**config.mk**
```make
export PLATFORM = sky130hd
export DESIGN_NAME = psc_cfg
export DESIGN_NICKNAME = d
export VERILOG_FILES = /design/src/rtl/psc_pkg.sv /design/src/rtl/psc_cfg.sv
export SDC_FILE = /design/constraint.sdc
export NUM_CORES = 1
export LEC_CHECK = 0
export BUFFER_PORTS_ARGS = -buffer_cell sky130_fd_sc_hd__buf_2
export CORE_MARGIN = 10
export CORE_UTILIZATION = 52
export CTS_CLUSTER_DIAMETER = 150
export DETAILED_ROUTE_END_ITERATION = 6
export PLACE_DENSITY = 0.86
export SLEW_MARGIN = 5
export SYNTH_ARGS = -nofsm -noshare
export SYNTH_HDL_FRONTEND = slang
export SYNTH_SLANG_ARGS = --single-unit
export TNS_END_PERCENT = 100
```
**constraint.sdc**
```tcl
create_clock -name clk_i -period 3.3 [get_ports clk_i]
set_input_delay 0.66 -clock clk_i [delete_from_list [all_inputs] [get_ports clk_i]]
set_output_delay 0.66 -clock clk_i [all_outputs]
set_load 0.05 [all_outputs]
```
**src/rtl/psc_pkg.sv**
```systemverilog
package psc_pkg;

  // field widths
  localparam int COORD_W  = 32;
  localparam int NORM_W   = 18;
  localparam int OFFSET_W = 32;
  localparam int RADIUS_W = 31;
  localparam int DIST_W   = 32;
  localparam int FRAC_W   = 16;

  // datapath widths
  localparam int PROD_W  = COORD_W + NORM_W;
  localparam int SUM_W   = PROD_W + 2;
  localparam int SHIFT_W = SUM_W - FRAC_W;
  localparam int WIDE_W  = ((SHIFT_W > OFFSET_W) ? SHIFT_W : OFFSET_W) + 1;

  // 0.01 in Q16.16, rounded to nearest
  localparam logic signed [DIST_W-1:0] EPS_POS = DIST_W'(655);
  localparam logic signed [DIST_W-1:0] EPS_NEG = -EPS_POS;

  localparam logic signed [DIST_W-1:0] DIST_MAX = {1'b0, {(DIST_W-1){1'b1}}};
  localparam logic signed [DIST_W-1:0] DIST_MIN = {1'b1, {(DIST_W-1){1'b0}}};

  // configuration port
  localparam int PADDR_W = 4;
  localparam int PDATA_W = 32;

  localparam logic signed [NORM_W-1:0]   NORMAL_X_RST = '0;
  localparam logic signed [NORM_W-1:0]   NORMAL_Y_RST = NORM_W'(65536);
  localparam logic signed [NORM_W-1:0]   NORMAL_Z_RST = '0;
  localparam logic signed [OFFSET_W-1:0] OFFSET_RST   = '0;

  typedef enum logic [1:0] {
    REG_NORMAL_X     = 2'd0,
    REG_NORMAL_Y     = 2'd1,
    REG_NORMAL_Z     = 2'd2,
    REG_PLANE_OFFSET = 2'd3
  } reg_e;

  typedef enum logic {
    OP_VERTEX = 1'b0,
    OP_SPHERE = 1'b1
  } op_e;

  typedef enum logic [1:0] {
    SIDE_BEHIND   = 2'd0,
    SIDE_FRONT    = 2'd1,
    SIDE_ON       = 2'd2,
    SIDE_STRADDLE = 2'd3
  } side_e;

  typedef struct packed {
    logic signed [NORM_W-1:0]   normal_x;
    logic signed [NORM_W-1:0]   normal_y;
    logic signed [NORM_W-1:0]   normal_z;
    logic signed [OFFSET_W-1:0] plane_offset;
  } cfg_t;

  // per-word control carried down the pipe
  typedef struct packed {
    op_e                 op;
    logic [RADIUS_W-1:0] radius;
    logic                last_vertex;
  } item_ctl_t;

endpackage

```
**src/rtl/psc_cfg.sv**
```systemverilog
module psc_cfg (
  input  logic                          clk_i,
  input  logic                          rst_ni,
  input  logic                          psel,
  input  logic                          penable,
  input  logic                          pwrite,
  input  logic [psc_pkg::PADDR_W-1:0]   paddr,
  input  logic [psc_pkg::PDATA_W-1:0]   pwdata,
  output logic [psc_pkg::PDATA_W-1:0]   prdata,
  output logic                          pready,
  output psc_pkg::cfg_t                 cfg_o
);
  import psc_pkg::*;

  cfg_t cfg_q;
  reg_e reg_sel;
  logic wr_en;

  assign pready  = 1'b1;
  assign reg_sel = reg_e'(paddr[3:2]);
  assign wr_en   = psel && penable && pwrite;
  assign cfg_o   = cfg_q;

  always_ff @(posedge clk_i or negedge rst_ni) begin
    if (!rst_ni) begin
      cfg_q.normal_x     <= NORMAL_X_RST;
      cfg_q.normal_y     <= NORMAL_Y_RST;
      cfg_q.normal_z     <= NORMAL_Z_RST;
      cfg_q.plane_offset <= OFFSET_RST;
    end else if (wr_en) begin
      unique case (reg_sel)
        REG_NORMAL_X:     cfg_q.normal_x     <= pwdata[NORM_W-1:0];
        REG_NORMAL_Y:     cfg_q.normal_y     <= pwdata[NORM_W-1:0];
        REG_NORMAL_Z:     cfg_q.normal_z     <= pwdata[NORM_W-1:0];
        REG_PLANE_OFFSET: cfg_q.plane_offset <= pwdata[OFFSET_W-1:0];
      endcase
    end
  end

  // normals read back sign extended
  always_comb begin
    unique case (reg_sel)
      REG_NORMAL_X:     prdata = PDATA_W'(cfg_q.normal_x);
      REG_NORMAL_Y:     prdata = PDATA_W'(cfg_q.normal_y);
      REG_NORMAL_Z:     prdata = PDATA_W'(cfg_q.normal_z);
      REG_PLANE_OFFSET: prdata = PDATA_W'(cfg_q.plane_offset);
    endcase
  end

endmodule

```
## After elaboration in Yosys (flattened, before gate mapping)

Cells that the tools add are included.

- Flip-flop bits (word level): 86
- Logic and storage cells: 15
- Output and inout port bits: 119

- Mux-type cells: 1
- Reduce and logical (&&, ||, !) cells: 7
- Equality and inequality tests: 3

Operators with widths:

| operator | count |
|---|---|
| 32-bit one-hot mux with 4 select lines | 1 |
| 2-bit AND reduction | 4 |
| 2-bit == test (second input constant) | 2 |
| 2-bit by 1-bit == test with 1-bit output (second input constant) | 1 |
| 1-bit logical AND | 2 |
| 2-bit zero test | 1 |

## Logic depth before layout (Yosys ltp)

- Word-level depth: 3
- Mapped depth: 5
- Mapped depth without buffers: 3

## Worst setup path after synthesis

OpenSTA, ideal clock, no wires.

- Path type: input to output
- From: input paddr[2] (netlist name)
- To: output prdata[20] (netlist name)
- Arrival: 1.780 ns
- Stages: 5
- Slack: 0.860 ns
- Path through: buf_6 mux2i_1 o21ai_1 buf_4 a21o_1

- Longest elaborated chain between the ends: 2
- Elaborated cells on any way between the ends: 5
- Those cells by class: eq/ne: 3; mux: 1; reduce/logical: 1

Ends and longest elaborated chain:

| element | line | text |
|---|---|---|
| from (decl) | psc_cfg.sv:7 | `input logic [psc_pkg::PADDR_W-1:0] paddr,` |
| 2-bit == test (tied with other cells) | psc_cfg.sv:42 | `unique case (reg_sel)` |
| 32-bit one-hot mux with 4 select lines * | psc_cfg.sv:42 |  |
| to (decl) | psc_cfg.sv:9 | `output logic [psc_pkg::PDATA_W-1:0] prdata,` |

Mark *: on every way between the ends. The rest lies on a longest branch, timed or not.

## Final worst setup path

- From: input paddr[2] (netlist name)
- To: output prdata[17] (netlist name)

The elaborated chain is that of the path after synthesis.

==> results.txt <==
- Run status: complete, no violations
- Measured along the x axis, the die boundary spans 106 µm.
* Num Clock Sinks: 86
* Path category of the worst min-delay check: input port to asynchronous set/reset pin
- Final routed DRC violation total: 0
- Layout Cells excl Fill: 494
- For this run, the leading register cell type out of synthesis is dfrtp_1.
* Vertical die dimension: 106 µm
- The synthesized design contains 86 register bits.
* Detailed-routing iteration count for the pre-antenna-repair pass: 4
- Area overhead of the layout relative to synthesis: 29.4%
- Share of the yosys chip area belonging to registers: 0.560
- IR drop worst, VDD: 0.527 mV
* Reported leakage power: 0.00256 µW
* Data arrival at the endpoint of the critical path: 2.19 ns
* Most frequent cells after synthesis: 85 x dfrtp_1, 76 x mux2_2, 17 x mux4_2
- In this run, CTS created clock tree buffers numbering 9.
* Number of diodes: 0
- Once the clock tree was built, the setup fixing pass inserted 0 buffers.
- Number of violations of the max-capacitance limit: 0
- Total global routing track utilization: 0.178
- Endpoint class of the critical path: output pin
- The count of final hold-check violations was 0.
- In this run the standard cell core region covers 0.00721 mm².
* Actual slew at the worst max-slew pin: 1.11 ns
- Count of flip-flops with a built-in enable after synthesis: 0
- Area share of the leading cell type in the synthesized netlist: 0.553
- Final routed wire length divided by cell count: 20.1 µm
* Num ports: 160
- Die outline area: 0.0112 mm²
* Number of antenna violations at the first check in global routing: 0
- Timing would allow up to 351 MHz.
* Pin count of the biggest net entering global routing: 87
- The register with the most flip-flops in the layout has 86 of them.
- HPWL Detailed: 7400 µm
- Number of distinct library cell variants in the gate-level netlist after synthesis: 22
- The first global-routing pass estimated 16100 µm of wire.
* Initial core utilization: 0.533
* Count of final setup violators: 0
* Post-Route Setup TNS: 0 ns
- Clk slew on worst S/H paths: 0.08 ns
- Buffers inserted to repair hold after CTS numbered 0.
* Post-cts gate resize count: 0
* Fin Clk Skew: 0 ns
* CTS H-Tree Depth: 3
* Most frequent cell after synthesis: dfrtp_1
- Summing all placed instances gives a cell area of 0.00473 mm².
* Gate Count Post-Synth: 231
* Clock tree root driver cell: clkbuf_8
- In the finished design, the share of the clock period the worst path needs comes to 0.864.
- Via density per instance: 5.31
- Cell area power density: 908 mW/mm²
- Clk Latency, worst-skew pair: 0.34 ns
* Crit start category: input port
* Total of buffers placed on input and output ports: 156
* Finished Cell Area: 0.00498 mm²
* Placed cell count: 478
- Setup repair after global routing left no endpoint under its margin.
- The worst path needs 2.85 ns of the cycle, external delays included.
- Total number of nets in the final design: 431
- The worst pin sits at a relative slew slack of 0.254.
- The tightest hold path in the finished design has a slack of 0.504 ns.
- Routability cong.: 0.707
- By area the synthesized netlist is led by dfrtp_1 55%, mux2_2 22%, mux4_2 10%, mux2_4 3.9%, a21o_1 2.9%.
* Post-DRT Antenna Nets: 0
- Net Count, Synth: 272
* Drt first-iter violations: 66
* Crit path required time: 2.64 ns
- Final Power: 4520 µW
- TritonCTS clock tree: built
- Averaged over all synthesized cells, the footprint is 16.7 µm².
- Counting along the longest clock path gives a buffer depth of 2.
- Fraction of layout instances using a drive strength above 1: 0.729
- Warning count from the yosys run: 0
* Vias in the first global route: 2922
- Number of placement rows: 31
- The final count of pins violating max slew was 0.
- Type of the worst setup path: input port to output pin
* Post-synthesis instance area: 0.00385 mm²
- Routed WL: 9930 µm
- Total via count in the routed design: 2621
* Aggregate global routing overflow: 0
- Proportion of synthesized flip-flops having asynchronous set or reset: 1.00
* Largest area contributor in the netlist: dfrtp_1
- Maximum net fanout on the critical path: 15
[cells by family after synthesis]
group,share of synthesized area
mux,0.364
flops,0.560
compound gates,0.0306
buf+inv,0.0299
simple gates,0.0150
other cells,0.000975
[per-stage QoR]
stage                      util  setup slack (ns)
after global placement    0.656             0.497
after global routing      0.690             0.321
after floorplan               -             0.860
final                     0.690             0.450
after detailed placement  0.656             0.446
after CTS                 0.690             0.443
[worst max-delay path, cell delays in order]
cell	delay (ns)
buf_2	0.14
mux2i_1	0.12
o21ai_1	0.85
a21o_1	0.15
buf_2	0.26
[report_power, final]
part | leakage (µW) | switching, µW | internal (µW) | total (µW)
combinational | 0.00138 | 1570 | 563 | 2140
clock | 0.000126 | 365 | 522 | 887
sequential | 0.00105 | 189 | 1300 | 1490
[final cells by class]
class	instances	area (µm²)
clock inverter	6	109
sequential	86	2150
multi-input combinational	129	1600
timing repair buffer	164	856
tap	99	124
clock buffer	10	138
fill	540	2240
[routing by layer]
metal,up-vias,global-route usage,wire [µm]
met5,-,0,0
met4,0,0.0561,135
met3,13,0.0749,966
met2,108,0.288,4810
met1,1329,0.211,4020
li1,1171,-,-
[cell usage in the layout, fill, tap and decap left out, types with 2 or more instances in the layout]
cell type and count:
mux2_2 76, dfrtp_1 85, mux4_2 17, clkinv_2 2, mux2_4 10, buf_4 8
buf_2 155, clkbuf_8 10, bufinv_16 3, a21o_1 15
[worst paths after layout]
check                                      start                     to  slack (ns)  cells past startpoint
min in group clk_i         cfg_o[23]$_DFFE_PN0P_  cfg_o[23]$_DFFE_PN0P_        0.53                      1
setup / recovery                        paddr[2]             prdata[17]        0.45                      5
max in group asynchronous                 rst_ni  cfg_o[28]$_DFFE_PN0P_        2.13                      1
hold / removal                            rst_ni  cfg_o[75]$_DFFE_PN0P_        0.50                      1
hold reg to reg            cfg_o[23]$_DFFE_PN0P_  cfg_o[23]$_DFFE_PN0P_        0.53                      1
setup reg to reg           cfg_o[65]$_DFFE_PN0P_  cfg_o[65]$_DFFE_PN0P_        2.49                      1
Note: power is estimated with default switching activity, not from simulation.
