[src/rtl/psc_pkg.sv]
package psc_pkg;

  // field widths
  localparam int COORD_W  = 32;
  localparam int NORM_W   = 18;
  localparam int OFFSET_W = 32;
  localparam int RADIUS_W = 31;
  localparam int DIST_W   = 32;
  localparam int FRAC_W   = 16;

  // datapath widths
  localparam int PROD_W  = COORD_W + NORM_W;
  localparam int SUM_W   = PROD_W + 2;
  localparam int SHIFT_W = SUM_W - FRAC_W;
  localparam int WIDE_W  = ((SHIFT_W > OFFSET_W) ? SHIFT_W : OFFSET_W) + 1;

  // 0.01 in Q16.16, rounded to nearest
  localparam logic signed [DIST_W-1:0] EPS_POS = DIST_W'(655);
  localparam logic signed [DIST_W-1:0] EPS_NEG = -EPS_POS;

  localparam logic signed [DIST_W-1:0] DIST_MAX = {1'b0, {(DIST_W-1){1'b1}}};
  localparam logic signed [DIST_W-1:0] DIST_MIN = {1'b1, {(DIST_W-1){1'b0}}};

  // configuration port
  localparam int PADDR_W = 4;
  localparam int PDATA_W = 32;

  localparam logic signed [NORM_W-1:0]   NORMAL_X_RST = '0;
  localparam logic signed [NORM_W-1:0]   NORMAL_Y_RST = NORM_W'(65536);
  localparam logic signed [NORM_W-1:0]   NORMAL_Z_RST = '0;
  localparam logic signed [OFFSET_W-1:0] OFFSET_RST   = '0;

  typedef enum logic [1:0] {
    REG_NORMAL_X     = 2'd0,
    REG_NORMAL_Y     = 2'd1,
    REG_NORMAL_Z     = 2'd2,
    REG_PLANE_OFFSET = 2'd3
  } reg_e;

  typedef enum logic {
    OP_VERTEX = 1'b0,
    OP_SPHERE = 1'b1
  } op_e;

  typedef enum logic [1:0] {
    SIDE_BEHIND   = 2'd0,
    SIDE_FRONT    = 2'd1,
    SIDE_ON       = 2'd2,
    SIDE_STRADDLE = 2'd3
  } side_e;

  typedef struct packed {
    logic signed [NORM_W-1:0]   normal_x;
    logic signed [NORM_W-1:0]   normal_y;
    logic signed [NORM_W-1:0]   normal_z;
    logic signed [OFFSET_W-1:0] plane_offset;
  } cfg_t;

  // per-word control carried down the pipe
  typedef struct packed {
    op_e                 op;
    logic [RADIUS_W-1:0] radius;
    logic                last_vertex;
  } item_ctl_t;

endpackage

[src/rtl/psc_in_if.sv]
interface psc_in_if;
  logic                                  valid;
  logic                                  ready;
  logic                                  op;
  logic signed [psc_pkg::COORD_W-1:0]    point_x;
  logic signed [psc_pkg::COORD_W-1:0]    point_y;
  logic signed [psc_pkg::COORD_W-1:0]    point_z;
  logic        [psc_pkg::RADIUS_W-1:0]   radius;
  logic                                  last_vertex;

  modport source (
    output valid, op, point_x, point_y, point_z, radius, last_vertex,
    input  ready
  );
  modport sink (
    input  valid, op, point_x, point_y, point_z, radius, last_vertex,
    output ready
  );
endinterface

[src/rtl/psc_mul.sv]
module psc_mul (
  input  logic                                clk_i,
  input  logic                                rst_ni,
  psc_in_if.sink                              in_i,
  input  psc_pkg::cfg_t                       cfg_i,
  output logic                                valid_o,
  input  logic                                ready_i,
  output psc_pkg::item_ctl_t                  ctl_o,
  output logic signed [psc_pkg::PROD_W-1:0]   prod_x_o,
  output logic signed [psc_pkg::PROD_W-1:0]   prod_y_o,
  output logic signed [psc_pkg::PROD_W-1:0]   prod_z_o
);
  import psc_pkg::*;

  // input register
  logic                       in_v_q;
  item_ctl_t                  in_ctl_q;
  logic signed [COORD_W-1:0]  px_q, py_q, pz_q;

  // product register
  logic                       pr_v_q;
  item_ctl_t                  pr_ctl_q;
  logic signed [PROD_W-1:0]   prod_x_q, prod_y_q, prod_z_q;

  logic pr_rdy, in_rdy;
  logic signed [PROD_W-1:0]   prod_x_d, prod_y_d, prod_z_d;

  assign pr_rdy     = !pr_v_q || ready_i;
  assign in_rdy     = !in_v_q || pr_rdy;
  assign in_i.ready = in_rdy;

  assign prod_x_d = PROD_W'(px_q * cfg_i.normal_x);
  assign prod_y_d = PROD_W'(py_q * cfg_i.normal_y);
  assign prod_z_d = PROD_W'(pz_q * cfg_i.normal_z);

  always_ff @(posedge clk_i or negedge rst_ni) begin
    if (!rst_ni) begin
      in_v_q <= 1'b0;
      pr_v_q <= 1'b0;
    end else begin
      if (in_rdy) begin
        in_v_q <= in_i.valid;
      end
      if (pr_rdy) begin
        pr_v_q <= in_v_q;
      end
    end
  end

  always_ff @(posedge clk_i) begin
    if (in_rdy && in_i.valid) begin
      in_ctl_q.op          <= op_e'(in_i.op);
      in_ctl_q.radius      <= in_i.radius;
      in_ctl_q.last_vertex <= in_i.last_vertex;
      px_q                 <= in_i.point_x;
      py_q                 <= in_i.point_y;
      pz_q                 <= in_i.point_z;
    end
    if (pr_rdy && in_v_q) begin
      pr_ctl_q <= in_ctl_q;
      prod_x_q <= prod_x_d;
      prod_y_q <= prod_y_d;
      prod_z_q <= prod_z_d;
    end
  end

  assign valid_o  = pr_v_q;
  assign ctl_o    = pr_ctl_q;
  assign prod_x_o = prod_x_q;
  assign prod_y_o = prod_y_q;
  assign prod_z_o = prod_z_q;

endmodule

[src/flat_wrapper.sv]
// flat-port wrapper written by rule: the top's interface ports become plain ports
module psc_mul_flat import psc_pkg::*;
  (clk_i, rst_ni, cfg_i, valid_o, ready_i, ctl_o, prod_x_o, prod_y_o, prod_z_o, in_i_valid, in_i_op, in_i_point_x, in_i_point_y, in_i_point_z, in_i_radius, in_i_last_vertex, in_i_ready);
  psc_in_if in_i_i ();
  input  logic clk_i;
  input  logic rst_ni;
  input  psc_pkg::cfg_t cfg_i;
  output logic valid_o;
  input  logic ready_i;
  output psc_pkg::item_ctl_t ctl_o;
  output logic signed [psc_pkg::PROD_W-1:0] prod_x_o;
  output logic signed [psc_pkg::PROD_W-1:0] prod_y_o;
  output logic signed [psc_pkg::PROD_W-1:0] prod_z_o;
  input wire logic [$bits(in_i_i.valid)-1:0] in_i_valid;
  input wire logic [$bits(in_i_i.op)-1:0] in_i_op;
  input wire logic [$bits(in_i_i.point_x)-1:0] in_i_point_x;
  input wire logic [$bits(in_i_i.point_y)-1:0] in_i_point_y;
  input wire logic [$bits(in_i_i.point_z)-1:0] in_i_point_z;
  input wire logic [$bits(in_i_i.radius)-1:0] in_i_radius;
  input wire logic [$bits(in_i_i.last_vertex)-1:0] in_i_last_vertex;
  output wire logic [$bits(in_i_i.ready)-1:0] in_i_ready;
  assign in_i_i.valid = in_i_valid;
  assign in_i_i.op = in_i_op;
  assign in_i_i.point_x = in_i_point_x;
  assign in_i_i.point_y = in_i_point_y;
  assign in_i_i.point_z = in_i_point_z;
  assign in_i_i.radius = in_i_radius;
  assign in_i_i.last_vertex = in_i_last_vertex;
  assign in_i_ready = in_i_i.ready;
  psc_mul u_core (.clk_i(clk_i), .rst_ni(rst_ni), .in_i(in_i_i), .cfg_i(cfg_i), .valid_o(valid_o), .ready_i(ready_i), .ctl_o(ctl_o), .prod_x_o(prod_x_o), .prod_y_o(prod_y_o), .prod_z_o(prod_z_o));
endmodule
[config.mk]
export PLATFORM = sky130hd
export DESIGN_NAME = psc_mul_flat
export DESIGN_NICKNAME = d
export VERILOG_FILES = /design/src/rtl/psc_pkg.sv /design/src/rtl/psc_in_if.sv /design/src/rtl/psc_mul.sv /design/src/flat_wrapper.sv
export SDC_FILE = /design/constraint.sdc
export NUM_CORES = 2
export LEC_CHECK = 0
export ABC_AREA = 1
export BUFFER_PORTS_ARGS = -buffer_cell sky130_fd_sc_hd__buf_2
export CORE_ASPECT_RATIO = 0.6
export CORE_MARGIN = 5
export CORE_UTILIZATION = 50
export DETAILED_ROUTE_END_ITERATION = 12
export PLACE_DENSITY = 0.69
export SLEW_MARGIN = 20
export SYNTH_ARGS = -nofsm -noshare
export SYNTH_HDL_FRONTEND = slang
export SYNTH_SLANG_ARGS = --single-unit
[constraint.sdc]
create_clock -name clk_i -period 12.9 [get_ports clk_i]
set_input_delay 0 -clock clk_i [delete_from_list [all_inputs] [get_ports clk_i]]
set_output_delay 0 -clock clk_i [all_outputs]
set_load 0.02 [all_outputs]
Word-level counts from Yosys, hierarchy flattened
Cells that the tools add are included.
{ "op_classes": {"n_mul": 3, "n_reduce_logical": 6} }
{ "ops": {"columns": ["cell", "count"], "rows": [
  ["$mul A32 B18 Y50", 3],
  ["$logic_and A1 B1 Y1", 2],
  ["$logic_not A1 Y1", 2],
  ["$logic_or A1 B1 Y1", 2]
]} }
{ "totals": {"out_inout_bits": 185, "inputBits": 219, "reg_bits": 314, "wordCells": 23} }

Depth between registers and ports, before layout
{ "depth": {"word_depth": 4, "depth_mapped": 29, "depth_no_buf": 27} }

Worst setup path after synthesis
OpenSTA, ideal clock, no wires.
{ "synth_path": {"kind": "register to register", "startpoint": "reg u_core.pr_v_q (netlist: u_core.valid_o)", "endpoint": "reg u_core.pr_ctl_q (netlist bit u_core.ctl_o[0]) (enable)", "stages_incl_launch_ff": 2, "slack_ps": 2794, "n_path_buf": 0, "arrival_ps": 9319, "required_time_ps": 12113, "period_less_slack_ps": 10106, "setup_time_ps": 787, "path_cell_list": "dfrtp_1 a21oi_1"} }
{ "synth_between": {"elab_chain_len": 3} }
{ "synth_lines": {"columns": ["element", "line_no", "source"], "rows": [
  ["from (decl)", "psc_mul.sv:21", "logic pr_v_q;"],
  ["from (signal assigned)", "psc_mul.sv:45", "pr_v_q <= in_v_q;"],
  ["$logic_not A1 Y1", "psc_mul.sv:28", "assign pr_rdy = !pr_v_q || ready_i;"],
  ["$logic_or A1 B1 Y1", "psc_mul.sv:28", null],
  ["$logic_and A1 B1 Y1", "psc_mul.sv:59", "if (pr_rdy && in_v_q) begin"],
  ["to (signal assigned)", "psc_mul.sv:60", "pr_ctl_q <= in_ctl_q;"],
  ["to (decl)", "psc_mul.sv:22", "item_ctl_t pr_ctl_q;"]
]} }
No other way between the ends.
A chain may end at the register's enable or synchronous reset.

Final worst setup path
{ "layout_path": {"startpoint": "reg u_core.pz_q[31]", "endpoint": "reg u_core.prod_z_q[41] (netlist: u_core.prod_z_o[41]), data pin"} }
{ "layout_between": {"elab_chain_len": 1} }
{ "layout_lines": {"columns": ["element", "line_no", "source"], "rows": [
  ["from (decl)", "psc_mul.sv:18", "logic signed [COORD_W-1:0] px_q, py_q, pz_q;"],
  ["from (signal assigned)", "psc_mul.sv:57", "pz_q <= in_i.point_z;"],
  ["$mul A32 B18 Y50", "psc_mul.sv:34", "assign prod_z_d = PROD_W'(pz_q * cfg_i.normal_z);"],
  ["via u_core.prod_z_d[41]", "psc_mul.sv:26", "logic signed [PROD_W-1:0] prod_x_d, prod_y_d, prod_z_d;"],
  ["to (signal assigned)", "psc_mul.sv:63", "prod_z_q <= prod_z_d;"],
  ["to (decl)", "psc_mul.sv:23", "logic signed [PROD_W-1:0] prod_x_q, prod_y_q, prod_z_q;"]
]} }
The timed path passes the listed nets, and every way through them passes these cells.

==> impl_metrics.ini <==
[clock_tree]
cts_max_level = 2
cts.sinks = 314
clock_path_buffers = 3
tritoncts = done
cts-root-buf = clkbuf_16
cts_setup_buffers = 0
ctsResizeCount = 0
numCtsBuffers = 37
worstSkewPairLatency_ps = 650
clkTransAtPathRegs_ps = 70

[synth]
synthDistinctLibCells = 30
synth_seq_area_share_pct = 12.6
syn_inst = 9304
netlist.area_leader.share_pct = 44.5
ys_seq_elements = 314
synth_fp_nets = 11500
avgSynthCellArea_sq_um = 8.03
synth.largest_area_cell = fa_1
netlist_top_cells_area = fa_1 44%, inv_1 15%, nand2_1 14%
yosysWarnings = 0
netlist_area_sq_um = 74700

[route]
drt-wirelength-per-cell_microns = 18.7
dr.pass1.iters = 6
wl_met1_microns = 95300
routed-wl-met3_microns = 25100
vias = 58500
routed_wirelength_microns = 216000
postRouteAntennaNets = 0
drtIter0Drc = 5720
route.detailed.drc = 0
routed.top_layer = met4
wl_met2_microns = 90900
viasPerCell = 5.06

[place]
portBuffers = 371
dp_hpwl_microns = 174000
gp_congestion = 0.980

[floorplanning]
die_w_microns = 509
die_area_sq_um = 157000
die_h_microns = 309
pin_count = 404
start_util_pct = 50.5
core_area_sq_um = 148000
rows = 109

[final_layout]
finish.net_count = 11800
final_common_cell = inv_1
syn_to_final_growth_pct = 7.96
layout-drive-gt1-share_pct = 6.10
n_fill_cell = 13700
final_cell_mix = 2994 x inv_1, 2788 x nand2_1, 1659 x fa_1

[worst_setup_path]
critical_path_class = reg -> reg
rr_worst_depth = 18
crit_path_end_kind = flip-flop
critPathLaunchType = flip-flop
cp.required_ps = 13260
crit_fanout = 18
arrival_ps = 7220

[run_status]
status = completed

[global_route]
antenna_found_initial = 11
grt-ovfl-total = 0
grt_pass1_wl_microns = 346000
grt_usage_pct = 28.2
grt_pass1_vias = 62100
grt_max_degree = 75

[sta]
fin_setup_tns_ps = 0
report.final.slew_viol_count = 0
rsz0062_at_grt = no
worstMarginPinSlew_ps = 1160
final_hold_viol_count = 0
finalSetupViolations = 0
fin_crit_ps = 6850
skew_ps = 39.5
fin_crit_sh_pct = 53.1
fmax_mhz = 146
slew_headroom_pct = 22.4

[worst_hold_path]
hp-class = in -> reg
min_path_cells = 4

[flow_run]
maxCapViolations = 0
==> final cells by class <==
class / count / area [sq um] / share of cell area (%)
Multi-Input combinational cell: 5616 / 52600 / 65.3
Inverter: 3020 / 11300 / 14.1
Sequential cell: 314 / 9420 / 11.7
Timing Repair Buffer: 544 / 3500 / 4.34
Tap cell: 1998 / 2500 / 3.10
Clock buffer: 39 / 933 / 1.16
Clock inverter: 26 / 310 / 0.385
Antenna cell: 4 / 10.0 / 0.0124
==> synthesized netlist by cell type <==
| master | count |
|---|---|
| xor2_1 | 74 |
| and2_1 | 1 |
| buf_1 | 36 |
| dfrtp_1 | 2 |
| xnor2_1 | 17 |
| edfxtp_1 | 312 |
| o21bai_1 | 16 |
| a21o_1 | 6 |
| o211ai_2 | 4 |
| nor2_1 | 279 |
| clkbuf_1 | 318 |
| fa_1 | 1659 |
| inv_1 | 2996 |
| nand2_2 | 14 |
| nand3b_1 | 4 |
| nand4_1 | 46 |
| nand3_2 | 9 |
| nand3_1 | 159 |
| nor2_2 | 31 |
| or2_2 | 14 |
| ha_1 | 363 |
| o21ai_0 | 8 |
| nor3_2 | 14 |
| clkinv_1 | 2 |
| nor2_4 | 1 |
| a21oi_1 | 92 |
| nand2_1 | 2788 |
| a21oi_2 | 4 |
| inv_2 | 22 |
| nor3_1 | 13 |
==> routing by layer <==
layer	vias to the layer above	global-route usage, %
met5	-	0
met4	0	6.15
met3	313	6.54
met2	3050	41.7
met1	28900	42.5
li1	26200	-
==> kinds of logic (layout without fill, tap and decap cells) <==
logic type	after synthesis	count (layout)	share of synthesized area (%)
simple gates	3373	3373	17.8
fa+ha+maj	2022	2022	50.5
other cells	0	4	0
compound gates	130	130	1.01
flops	314	314	12.6
xor+xnor	91	91	1.07
buf+inv	3374	3629	17.0
==> critical path, stage by stage, from the launching register on <==
cell,delay (ps)
edfxtp_1,820
nand2_1,310
fa_1,610
inv_1,80
fa_1,810
fa_1,530
fa_1,520
fa_1,500
inv_1,50
fa_1,490
inv_1,40
ha_1,500
nand2_1,130
nor2_1,200
nand2_1,120
nor2_1,410
nand4_1,210
nand4_1,140
nand2_1,130
==> through the flow <==
| step | worst slack (ps) | hold slack [ps] | area [sq um] | utilization [%] | cells |
|---|---|---|---|---|---|
| final | 6050 | 44.1 | 80600 | 54.5 | 11600 |
| after global routing | 5730 | 21.3 | 80600 | 54.5 | 11600 |
| after CTS | 6210 | 0.345 | 80600 | 54.5 | 11600 |
| after detailed placement | 6230 | -210 | 78000 | 52.8 | 11400 |
| after global placement | 6320 | -212 | 78000 | 52.8 | 11400 |
| after floorplan | 2790 | -296 | 74700 | - | 9304 |
==> path summary, 6_finish.rpt <==
path | startpoint | to | slack (ps)
worst max-delay path | u_core.pz_q[31]$_DFFE_PP_ | u_core.prod_z_o[41]$_DFFE_PP_ | 6050
worst min-delay path | cfg_i[32] | u_core.prod_z_o[0]$_DFFE_PP_ | 40
worst max register to register | u_core.pz_q[31]$_DFFE_PP_ | u_core.prod_z_o[41]$_DFFE_PP_ | 6050
worst min register to register | u_core.in_ctl_q[21]$_DFFE_PP_ | u_core.ctl_o[21]$_DFFE_PP_ | 420
max in group asynchronous | rst_ni | u_core.in_v_q$_DFFE_PN0N_ | 12570
min in group asynchronous | rst_ni | u_core.valid_o$_DFFE_PN0P_ | 210
==> timing repair <==
| item | in CTS | in global routing |
|---|---|---|
| hold endpoints to repair | 145 | 0 |
| hold buffers | 138 | 0 |
| setup endpoints to repair | 0 | 0 |
==> flip-flops by register name (all words and copies together) (netlist names) <==
register / cells
u_core.valid_o: 1
u_core.in_v_q: 1
u_core.prod_y_o: 50
u_core.py_q: 32
u_core.prod_z_o: 50
u_core.pz_q: 32
u_core.prod_x_o: 50
u_core.ctl_o: 33
u_core.px_q: 32
u_core.in_ctl_q: 33
Power is left out: the tool's default activity adds up to more than one toggle a clock period on the data nets, which glitch-free logic cannot reach.
