===== config.mk =====
export PLATFORM = sky130hd
export DESIGN_NAME = psc_dist
export DESIGN_NICKNAME = d
export VERILOG_FILES = /design/src/rtl/psc_pkg.sv /design/src/rtl/psc_dist.sv
export SDC_FILE = /design/constraint.sdc
export NUM_CORES = 1
export LEC_CHECK = 0
export ABC_AREA = 1
export BUFFER_PORTS_ARGS = -buffer_cell sky130_fd_sc_hd__buf_2
export CORE_UTILIZATION = 45
export CTS_CLUSTER_DIAMETER = 80
export DETAILED_ROUTE_END_ITERATION = 7
export HOLD_SLACK_MARGIN = 0.08
export PLACE_DENSITY = 0.79
export SYNTH_ARGS = -nofsm -noshare
export SYNTH_HDL_FRONTEND = slang
export SYNTH_SLANG_ARGS = --single-unit

===== constraint.sdc =====
create_clock -name clk_i -period 8.1 [get_ports clk_i]
set_input_delay 2.43 -clock clk_i [delete_from_list [all_inputs] [get_ports clk_i]]
set_output_delay 2.43 -clock clk_i [all_outputs]
set_load 0.02 [all_outputs]

===== src/rtl/psc_pkg.sv =====
package psc_pkg;

  // field widths
  localparam int COORD_W  = 32;
  localparam int NORM_W   = 18;
  localparam int OFFSET_W = 32;
  localparam int RADIUS_W = 31;
  localparam int DIST_W   = 32;
  localparam int FRAC_W   = 16;

  // datapath widths
  localparam int PROD_W  = COORD_W + NORM_W;
  localparam int SUM_W   = PROD_W + 2;
  localparam int SHIFT_W = SUM_W - FRAC_W;
  localparam int WIDE_W  = ((SHIFT_W > OFFSET_W) ? SHIFT_W : OFFSET_W) + 1;

  // 0.01 in Q16.16, rounded to nearest
  localparam logic signed [DIST_W-1:0] EPS_POS = DIST_W'(655);
  localparam logic signed [DIST_W-1:0] EPS_NEG = -EPS_POS;

  localparam logic signed [DIST_W-1:0] DIST_MAX = {1'b0, {(DIST_W-1){1'b1}}};
  localparam logic signed [DIST_W-1:0] DIST_MIN = {1'b1, {(DIST_W-1){1'b0}}};

  // configuration port
  localparam int PADDR_W = 4;
  localparam int PDATA_W = 32;

  localparam logic signed [NORM_W-1:0]   NORMAL_X_RST = '0;
  localparam logic signed [NORM_W-1:0]   NORMAL_Y_RST = NORM_W'(65536);
  localparam logic signed [NORM_W-1:0]   NORMAL_Z_RST = '0;
  localparam logic signed [OFFSET_W-1:0] OFFSET_RST   = '0;

  typedef enum logic [1:0] {
    REG_NORMAL_X     = 2'd0,
    REG_NORMAL_Y     = 2'd1,
    REG_NORMAL_Z     = 2'd2,
    REG_PLANE_OFFSET = 2'd3
  } reg_e;

  typedef enum logic {
    OP_VERTEX = 1'b0,
    OP_SPHERE = 1'b1
  } op_e;

  typedef enum logic [1:0] {
    SIDE_BEHIND   = 2'd0,
    SIDE_FRONT    = 2'd1,
    SIDE_ON       = 2'd2,
    SIDE_STRADDLE = 2'd3
  } side_e;

  typedef struct packed {
    logic signed [NORM_W-1:0]   normal_x;
    logic signed [NORM_W-1:0]   normal_y;
    logic signed [NORM_W-1:0]   normal_z;
    logic signed [OFFSET_W-1:0] plane_offset;
  } cfg_t;

  // per-word control carried down the pipe
  typedef struct packed {
    op_e                 op;
    logic [RADIUS_W-1:0] radius;
    logic                last_vertex;
  } item_ctl_t;

endpackage


===== src/rtl/psc_dist.sv =====
module psc_dist (
  input  logic                                clk_i,
  input  logic                                rst_ni,
  input  logic                                valid_i,
  output logic                                ready_o,
  input  psc_pkg::item_ctl_t                  ctl_i,
  input  logic signed [psc_pkg::PROD_W-1:0]   prod_x_i,
  input  logic signed [psc_pkg::PROD_W-1:0]   prod_y_i,
  input  logic signed [psc_pkg::PROD_W-1:0]   prod_z_i,
  input  logic signed [psc_pkg::OFFSET_W-1:0] plane_offset_i,
  output logic                                valid_o,
  input  logic                                ready_i,
  output psc_pkg::item_ctl_t                  ctl_o,
  output logic signed [psc_pkg::DIST_W-1:0]   dist_o
);
  import psc_pkg::*;

  logic                      v_q;
  item_ctl_t                 ctl_q;
  logic signed [DIST_W-1:0]  dist_q;

  logic signed [SUM_W-1:0]   sum;
  logic signed [SHIFT_W-1:0] sum_sh;
  logic signed [WIDE_W-1:0]  wide;
  logic signed [DIST_W-1:0]  dist_d;
  logic                      fits;

  assign ready_o = !v_q || ready_i;

  always_comb begin
    sum    = SUM_W'(prod_x_i) + SUM_W'(prod_y_i) + SUM_W'(prod_z_i);
    // floor division by 2^16
    sum_sh = SHIFT_W'(sum >>> FRAC_W);
    wide   = WIDE_W'(sum_sh) + WIDE_W'(plane_offset_i);
    // in range when all bits above the result sign agree
    fits   = (wide[WIDE_W-1:DIST_W-1] == '0) || (wide[WIDE_W-1:DIST_W-1] == '1);
    if (fits) begin
      dist_d = wide[DIST_W-1:0];
    end else if (wide[WIDE_W-1]) begin
      dist_d = DIST_MIN;
    end else begin
      dist_d = DIST_MAX;
    end
  end

  always_ff @(posedge clk_i or negedge rst_ni) begin
    if (!rst_ni) begin
      v_q <= 1'b0;
    end else if (ready_o) begin
      v_q <= valid_i;
    end
  end

  always_ff @(posedge clk_i) begin
    if (ready_o && valid_i) begin
      ctl_q  <= ctl_i;
      dist_q <= dist_d;
    end
  end

  assign valid_o = v_q;
  assign ctl_o   = ctl_q;
  assign dist_o  = dist_q;

endmodule


Word level (Yosys, flattened, before mapping):

Index checks and enable logic that the tools add are counted.
W data, S select, Z words.

* register bits: 66
* input port bits: 219
* output and inout bits: 67
* logic and storage cells: 16

* add/sub/neg operators: 3
* equality and inequality tests: 1
* mux-type cells: 2
* reduce and logical (&&, ||, !) cells: 5

Operators with widths (number)
* $mux W32: 2
* $add A51 B50 Y52: 1
* $add A50 B50 Y51: 1
* $add A36 B32 Y37: 1
* $eq A6 B6 Y1 const B: 1
* $logic_not A6 Y1: 1
* $logic_or A1 B1 Y1: 2
* $logic_and A1 B1 Y1: 1
* $logic_not A1 Y1: 1

Depth between registers and ports, before layout:

Gate-level depths: netlist of the first run.

* depth in word-level cells: 6
* gate-level depth with buffers: 34
* depth with buffers taken out: 33

Worst setup path before layout of the first run:

OpenSTA, ideal clock, no wires.

* kind: input-to-reg
* start point: input port prod_x_i[5] (netlist name)
* end point: register dist_q[10] (netlist: dist_o[10]), data pin
* setup time: 253 ps
* data arrival time: 6100 ps
* required time: 7847 ps
* path slack: 1747 ps
* cell stages on the path: 26
* path buffers: 1
* path through: inv_1 fa_1 inv_1 ha_1 nand2_1 o21ai_0 a21oi_1 o21ai_0 a31oi_1 xnor2_1 ha_1 fa_1 nand2_1 nand2_1 and2_1 nand4_1 nand3_2 nand2_2 nand2_1 nand2_1 nand2_1 nor2_2 nand2_2 nand3_2 buf_4 nand2_1

* longest elaborated chain between the ends: 6
* elaborated cells on any way between the ends: 8
* those cells by class: 3 x add/sub; 1 x eq/ne; 2 x mux; 2 x reduce/logical

Ends and longest elaborated chain
* start, declared: line psc_dist.sv:7 `input logic signed [psc_pkg::PROD_W-1:0] prod_x_i,`
* $add A50 B50 Y51 *: line psc_dist.sv:31 `sum = SUM_W'(prod_x_i) + SUM_W'(prod_y_i) + SUM_W'(prod_z_i);`
* $add A51 B50 Y52 *: line psc_dist.sv:31
* $add A36 B32 Y37 *: line psc_dist.sv:34 `wide = WIDE_W'(sum_sh) + WIDE_W'(plane_offset_i);`
* $eq A6 B6 Y1 / $logic_not A6 Y1 (equally long branches): line psc_dist.sv:36 `fits = (wide[WIDE_W-1:DIST_W-1] == '0) || (wide[WIDE_W-1:DIST_W-1] == '1);`
* $logic_or A1 B1 Y1: line psc_dist.sv:36
* $mux W32 *: line psc_dist.sv:37 `if (fits) begin`
* via dist_d[10]: line psc_dist.sv:25 `logic signed [DIST_W-1:0] dist_d;`
* end signal, assigned: line psc_dist.sv:57 `dist_q <= dist_d;`
* end, declared: line psc_dist.sv:20 `logic signed [DIST_W-1:0] dist_q;`

The timed path passes the listed nets; every way through them passes the cells marked *.
A chain may end at the register's enable or synchronous reset.

Worst setup path after layout of the first run:

* start point: input port prod_x_i[9] (netlist name)
* end point: register dist_q[5] (netlist: dist_o[5]), data pin

The elaborated chain is that of the path after synthesis.

==> reports/qor.yml, run 1 <==
status: "finished, final reports clean"
synth_fp_nets: 1610
htree_levels: 3
final.setup.tns_ns: 0
yosysSeqAreaShare_pct: 22.1
worstHoldPathCells: 2
dp_hpwl_mm: 23.5
setup_violations: 0
rsz0062_at_grt: "no"
synthToLayoutAreaGrowth_pct: 22.7
synth_warnings: 0
clockBufferDepth: 2
finClkSkew_ns: 0.00531
ant_nets: 0
viasPerCell: 5.04
die_area_um2: 20500
crit_fanout: 31
yosys.area.top_type: "edfxtp_1"
drc: 0
antenna_cells: 0
critPathCaptureType: "flip-flop"
avgSynthCellArea_um2: 7.15
final_cell_area_um2: 11000
maxSlewViolCount: 0
antenna_found_initial: 0
first_iter_violations: 459
clockRootBuffer: "clkbuf_16"
cts_hold_buf: 0
gp_congestion: 0.978
clkSlewWorstSetupHoldPaths_ns: 0.05
insertion_delay_ns: 0.32
pwr-share-clk_pct: 13.2
finalCriticalPeriod_ns: 7.48
hold_violations: 0
setup.worst_path.class: "input pin to flip-flop"
layout.nets: 1902
max_freq_ghz: 0.134
core_um2: 19500
most-common-layout-cells: "nand2_1 (357), buf_2 (285), inv_1 (184)"
placed_cell_area_um2: 10700
final_common_cell: "nand2_1"
comb_power_share_pct: 69.5
grt_pass1_wl_mm: 41.1
wl_met2_mm: 12.9
portBuffers: 285
required_ns: 8.15
top_layer_used: "met4"
drt_first_pass_iters: 6
final_util_pct: 56.4
yosys.area.top_type_share_pct: 21.8
wl_met1_mm: 11.3
slew_headroom_pct: 49.5
whs_ns: 0.632
initial_utilization_pct: 45.9
post_cts_buffers: 0
fin_crit_sh_pct: 92.4
cts-resized-gates: 0
rows: 51
p_switching_mw: 1.50
intPower_mw: 1.48
fp.dieH_um: 143
p_seq_share_pct: 17.3
dieWidth_um: 143
startpoint_type: "input pin"
tightest_slew_ns: 0.758
switching_share_pct: 50.2
synth_edf_count: 65
wirelength_mm: 26.3
p_leak_nw: 5.66
synth_cells: 1254
cp.arrival_ns: 7.53
vias: 9144
drive_gt1_share_pct: 21.0
synthesis.area_um2: 8960
grt_usage_pct: 25.7
wl_met3_mm: 1.49
grt_overflow: 0
grt_max_degree: 66
synth_ff_type: "edfxtp_1"
ys_seq_elements: 66
cts_tree: "built"
yosysUniqueCellTypes: 36
synth.area.top_cells: "edfxtp_1 (22%), nand2_1 (15%), ha_1 (12%)"
ys_async_sr_fraction_pct: 1.52
p_per_area_nw_per_um2: 271
reg2reg_depth: 2
grt_pass1_vias: 8786
wl_per_cell_um: 14.5
cts_buffers: 9
cts.sinks: 66
vdd_drop_max_mv: 0.143
io-pin-count: 286
drv_cap: 0
hp-class: "flip-flop to flip-flop"
[area by class of cell]
cell class | count | area (um2)
inverter | 184 | 691
clock inverter | 6 | 81.3
fill | 1911 | 8520
clock buffer | 10 | 229
timing repair buffer | 287 | 1440
sequential | 66 | 1980
tap | 265 | 332
multi-input combinational | 998 | 6250
[synthesized netlist by cell type (6+ instances only)]
library cell / n
nand2_1: 357
inv_1: 184
nor2_1: 126
a21oi_1: 103
ha_1: 87
edfxtp_1: 65
o21ai_0: 51
fa_1: 50
nand3_1: 45
xor2_1: 37
xnor2_1: 21
a21o_1: 19
nor3_1: 14
o21bai_1: 14
a31oi_1: 13
nand2_2: 8
nor4_1: 8
nor2_2: 7
nand4_1: 6
o21a_1: 6
[metrics by stage]
stage | worst slack [ns] | std cells | total power [mW]
final | 0.616 | 1816 | 2.98
after floorplan | 1.75 | 1254 | 2.04
after detailed placement | 0.364 | 1800 | 2.58
after global placement | 0.386 | 1800 | 2.56
after CTS | 0.690 | 1816 | 2.98
after global routing | 0.132 | 1816 | 3.27
[power by group through the flow]
| stage | logic [mW] | registers [mW] | clock network (mW) |
|---|---|---|---|
| 3_3_place_gp | 2.04 | 0.520 | 0 |
| 3_5_place_dp | 2.05 | 0.523 | 0 |
| 2_1_floorplan | 1.42 | 0.620 | 0 |
| 6_report | 2.07 | 0.517 | 0.392 |
| 4_1_cts | 2.06 | 0.518 | 0.398 |
| 5_1_grt | 2.33 | 0.523 | 0.414 |
[worst max-delay path: stages]
cell and delay, ns:
buf_2 0.07, inv_1 0.06, fa_1 0.54, inv_1 0.05
ha_1 0.30, nand2_1 0.12, nor2_1 0.19, nand2_1 0.07
o21ai_0 0.48, a21boi_0 0.32, o21ai_0 0.39, nand2_1 0.13
nand3_1 0.09, nand2_1 0.09, ha_1 0.38, nand2_1 0.10
nor2_1 0.33, nand2_1 0.10, nand2_1 0.12, a21oi_1 0.11
nand2_1 0.10, nand2_1 0.05, nand2_1 0.06, nand3_1 0.10
nor2_1 0.13, nand2_2 0.08, nand3_2 0.39, nand2_1 0.12
[kinds of logic after synthesis]
group                      synth area share, %
adders and majority gates                 23.3
AOI/OAI and AO/OA                         14.1
buffers and inverters                     8.33
DFF                                       22.1
xor gates and xnor gates                  5.67
and+or+nand+nor                           26.5
[flip-flops by register name, summed over array words and instances (netlist names)]
register / count
ctl_o: 33
valid_o: 1
dist_o: 32
[routing by layer]
metal / vias up / track usage, %
li1: 4675 / -
met1: 4083 / 30.7
met2: 344 / 48.5
met3: 42 / 2.45
met4: 0 / 7.47
met5: - / 0
[path summary, 6_finish.rpt]
kind	startpoint	end	slack [ns]
hold / removal	valid_o	valid_o	0.63
hold reg to reg	valid_o	valid_o	0.63
setup reg to reg	valid_o	ctl_o[28]	6.49
setup / recovery	prod_x_i[9]	dist_o[5]	0.62
min in group asynchronous	rst_ni	valid_o	1.87
max in group asynchronous	rst_ni	valid_o	6.14
Power figures use the tool's default switching activity.
==> run 2: changes to the inputs <==
Settings changed: CORE_UTILIZATION 45 to 57, PLACE_DENSITY 0.79 to 0.88.
==> run 2 against run 1 <==
Worst setup slack improved by 0.13 ns. Count of clock-buffer cells in the layout up 2. Sequential share of layout area up 0.16 points. Die area fell by 21%. Maximum frequency grew 1.7%. Flip-flop and latch count did not move. Wire length shrank 2.6%. Register-to-register slack gained 0.04 ns. Clock power down 11%. Power decreased by 1.5%.
==> reports/qor.yml, run 2 (synthesized netlist as in run 1, its figures left out) <==
status: "finished, final reports clean"
cts.sinks: 66  # unchanged
setup.worst_path.class: "input pin to flip-flop"
setup_violations: 0  # unchanged
max_stage_delay_ns: 0.52  # -0.02 ns
reg2reg_depth: 2  # unchanged
dp_hpwl_mm: 22.8  # -2.9%
slowest_stage: "fa_1"
cts_tree: "built"
initial_utilization_pct: 58.8  # +13 points
rows: 45  # -12%
antenna_cells: 0  # unchanged
dieWidth_um: 127  # -11%
drc: 0  # unchanged
ant_nets: 0  # unchanged
io-pin-count: 286  # unchanged
fp.dieH_um: 127  # -11%
tightest_slew_ns: 0.745  # -0.0130 ns
cp.arrival_ns: 7.41  # -0.12 ns
grt_overflow: 0  # unchanged
dp_cells: 1746  # -3.0%
crit_top_cell: "nand2_1"
first_iter_violations: 516  # +12%
fill_cells: 1280  # -33%
wirelength_mm: 25.6  # -2.6%
grt_pass1_wl_mm: 41.8  # +1.5%
cts-resized-gates: 0  # unchanged
gp_congestion: 1.06  # +8.7%
hp-start: "valid_o"
layout.nets: 1902  # unchanged
drt_first_pass_iters: 5  # -1
r2r_start: "valid_o"
clkSlewWorstSetupHoldPaths_ns: 0.05  # about the same
max_freq_ghz: 0.136  # +1.7%
p_per_area_nw_per_um2: 269  # -0.63%
worst_slack_ns: 0.743  # +0.127 ns
required_ns: 8.15  # about the same
wl_per_cell_um: 14.5  # +0.41%
reg2reg_slack_ns: 6.53  # +0.04 ns
final.setup.tns_ns: 0  # unchanged
most-common-layout-cells: "nand2_1 (357), buf_2 (285), inv_1 (184)"
clockRootBuffer: "clkbuf_16"
vdd_drop_max_mv: 0.146  # +2.2%
finClkSkew_ns: 0.00294  # -0.00237 ns
finalCriticalPeriod_ns: 7.36  # -0.127 ns
whs_ns: 0.583  # -0.0486 ns
cts_buffers: 9  # unchanged
maxSlewViolCount: 0  # unchanged
htree_levels: 3  # unchanged
fin_crit_sh_pct: 90.8  # -1.6 points
clockBufferDepth: 2  # unchanged
grt_usage_pct: 32.4  # +6.7 points
antenna_found_initial: 0  # unchanged
insertion_delay_ns: 0.32  # about the same
hp-class: "flip-flop to flip-flop"
place_ws_ns: 0.481  # +0.117 ns
viasPerCell: 5.34  # +6.1%
drv_cap: 0  # unchanged
grt_max_degree: 66  # unchanged
crit_start: "prod_x_i[5]"
core_um2: 15300  # -22%
slew_headroom_pct: 50.3  # +0.87 points
finalNonFillerCells: 1762  # -3.0%
synthToLayoutAreaGrowth_pct: 21.6
drive_gt1_share_pct: 20.8  # -0.19 points
cts_hold_buf: 0  # unchanged
hold_path_end: "valid_o"
startpoint_type: "input pin"
largest_reg_flops: 33  # unchanged
regToRegEndpoint: "ctl_o[6]"
final_common_cell: "nand2_1"
hold_violations: 0  # unchanged
worstHoldPathCells: 2  # unchanged
portBuffers: 285  # unchanged
rsz0062_at_grt: "no"
critPathCaptureType: "flip-flop"
post_cts_buffers: 0  # unchanged
die_area_um2: 16200  # -21%
p_leak_nw: 5.65  # -0.25%
grt_pass1_vias: 9202  # +4.7%
vias: 9410  # +2.9%
crit_fanout: 31  # unchanged
==> run 2: changes by cell type in the layout (fill, tap and decap cells not counted), sizes merged <==
cell,before,now
clkinvlp,1,0
bufinv,2,1
clkbuf,10,12
==> run 2: per-layer routing <==
layer / GRT usage [%] / part of all wire [%] / vias up / wire (um)
li1: - / - / 4697 / -
met4: 16.9 / 4.5 / 0 / 1140
met5: 0 / 0 / - / 0
met3: 3.60 / 6.9 / 78 / 1760
met2: 57.6 / 48 / 420 / 12300
met1: 38.7 / 41 / 4215 / 10400
==> run 2: critical path, delay by kind of cell <==
kind | cells | cell delay [ns]
adder cells (fa/ha/maj) | 3 | 1.20
buffers and inverters | 5 | 0.30
AND/OR/NAND/NOR | 14 | 1.65
AO/OA/AOI/OAI | 7 | 1.83
==> run 2: worst max-delay path by stage <==
stage / endpoint / cells after the start
after global routing: dist_o[17] / 28
final: dist_o[24] / 29
after CTS: dist_o[24] / 29
after global placement: dist_o[28] / 29
after floorplan: dist_o[10] / 26
after detailed placement: dist_o[24] / 29
==> run 2: power by group <==
| part | internal, mW | switching [mW] |
|---|---|---|
| logic | 0.719 | 1.35 |
| clock network | 0.235 | 0.115 |
| registers | 0.500 | 0.0193 |
| total | 1.45 | 1.48 |
==> run 2: through the flow <==
step                      power, mW  area (um2)  util (%)
after CTS                      2.92       10900      71.5
after global placement         2.54       10600      69.6
after floorplan                2.04        8960         -
final                          2.94       10900      71.5
after global routing           3.20       10900      71.5
after detailed placement       2.56       10600      69.6
==> run 2: final cells by class <==
type                       count  area (um2)  area share, %
inverter                     184         691           6.33
tap                          211         264           2.42
clock inverter                 4        42.5          0.390
timing repair buffer         287        1440           13.2
multi-input combinational    998        6250           57.3
sequential                    66        1980           18.1
clock buffer                  12         236           2.17
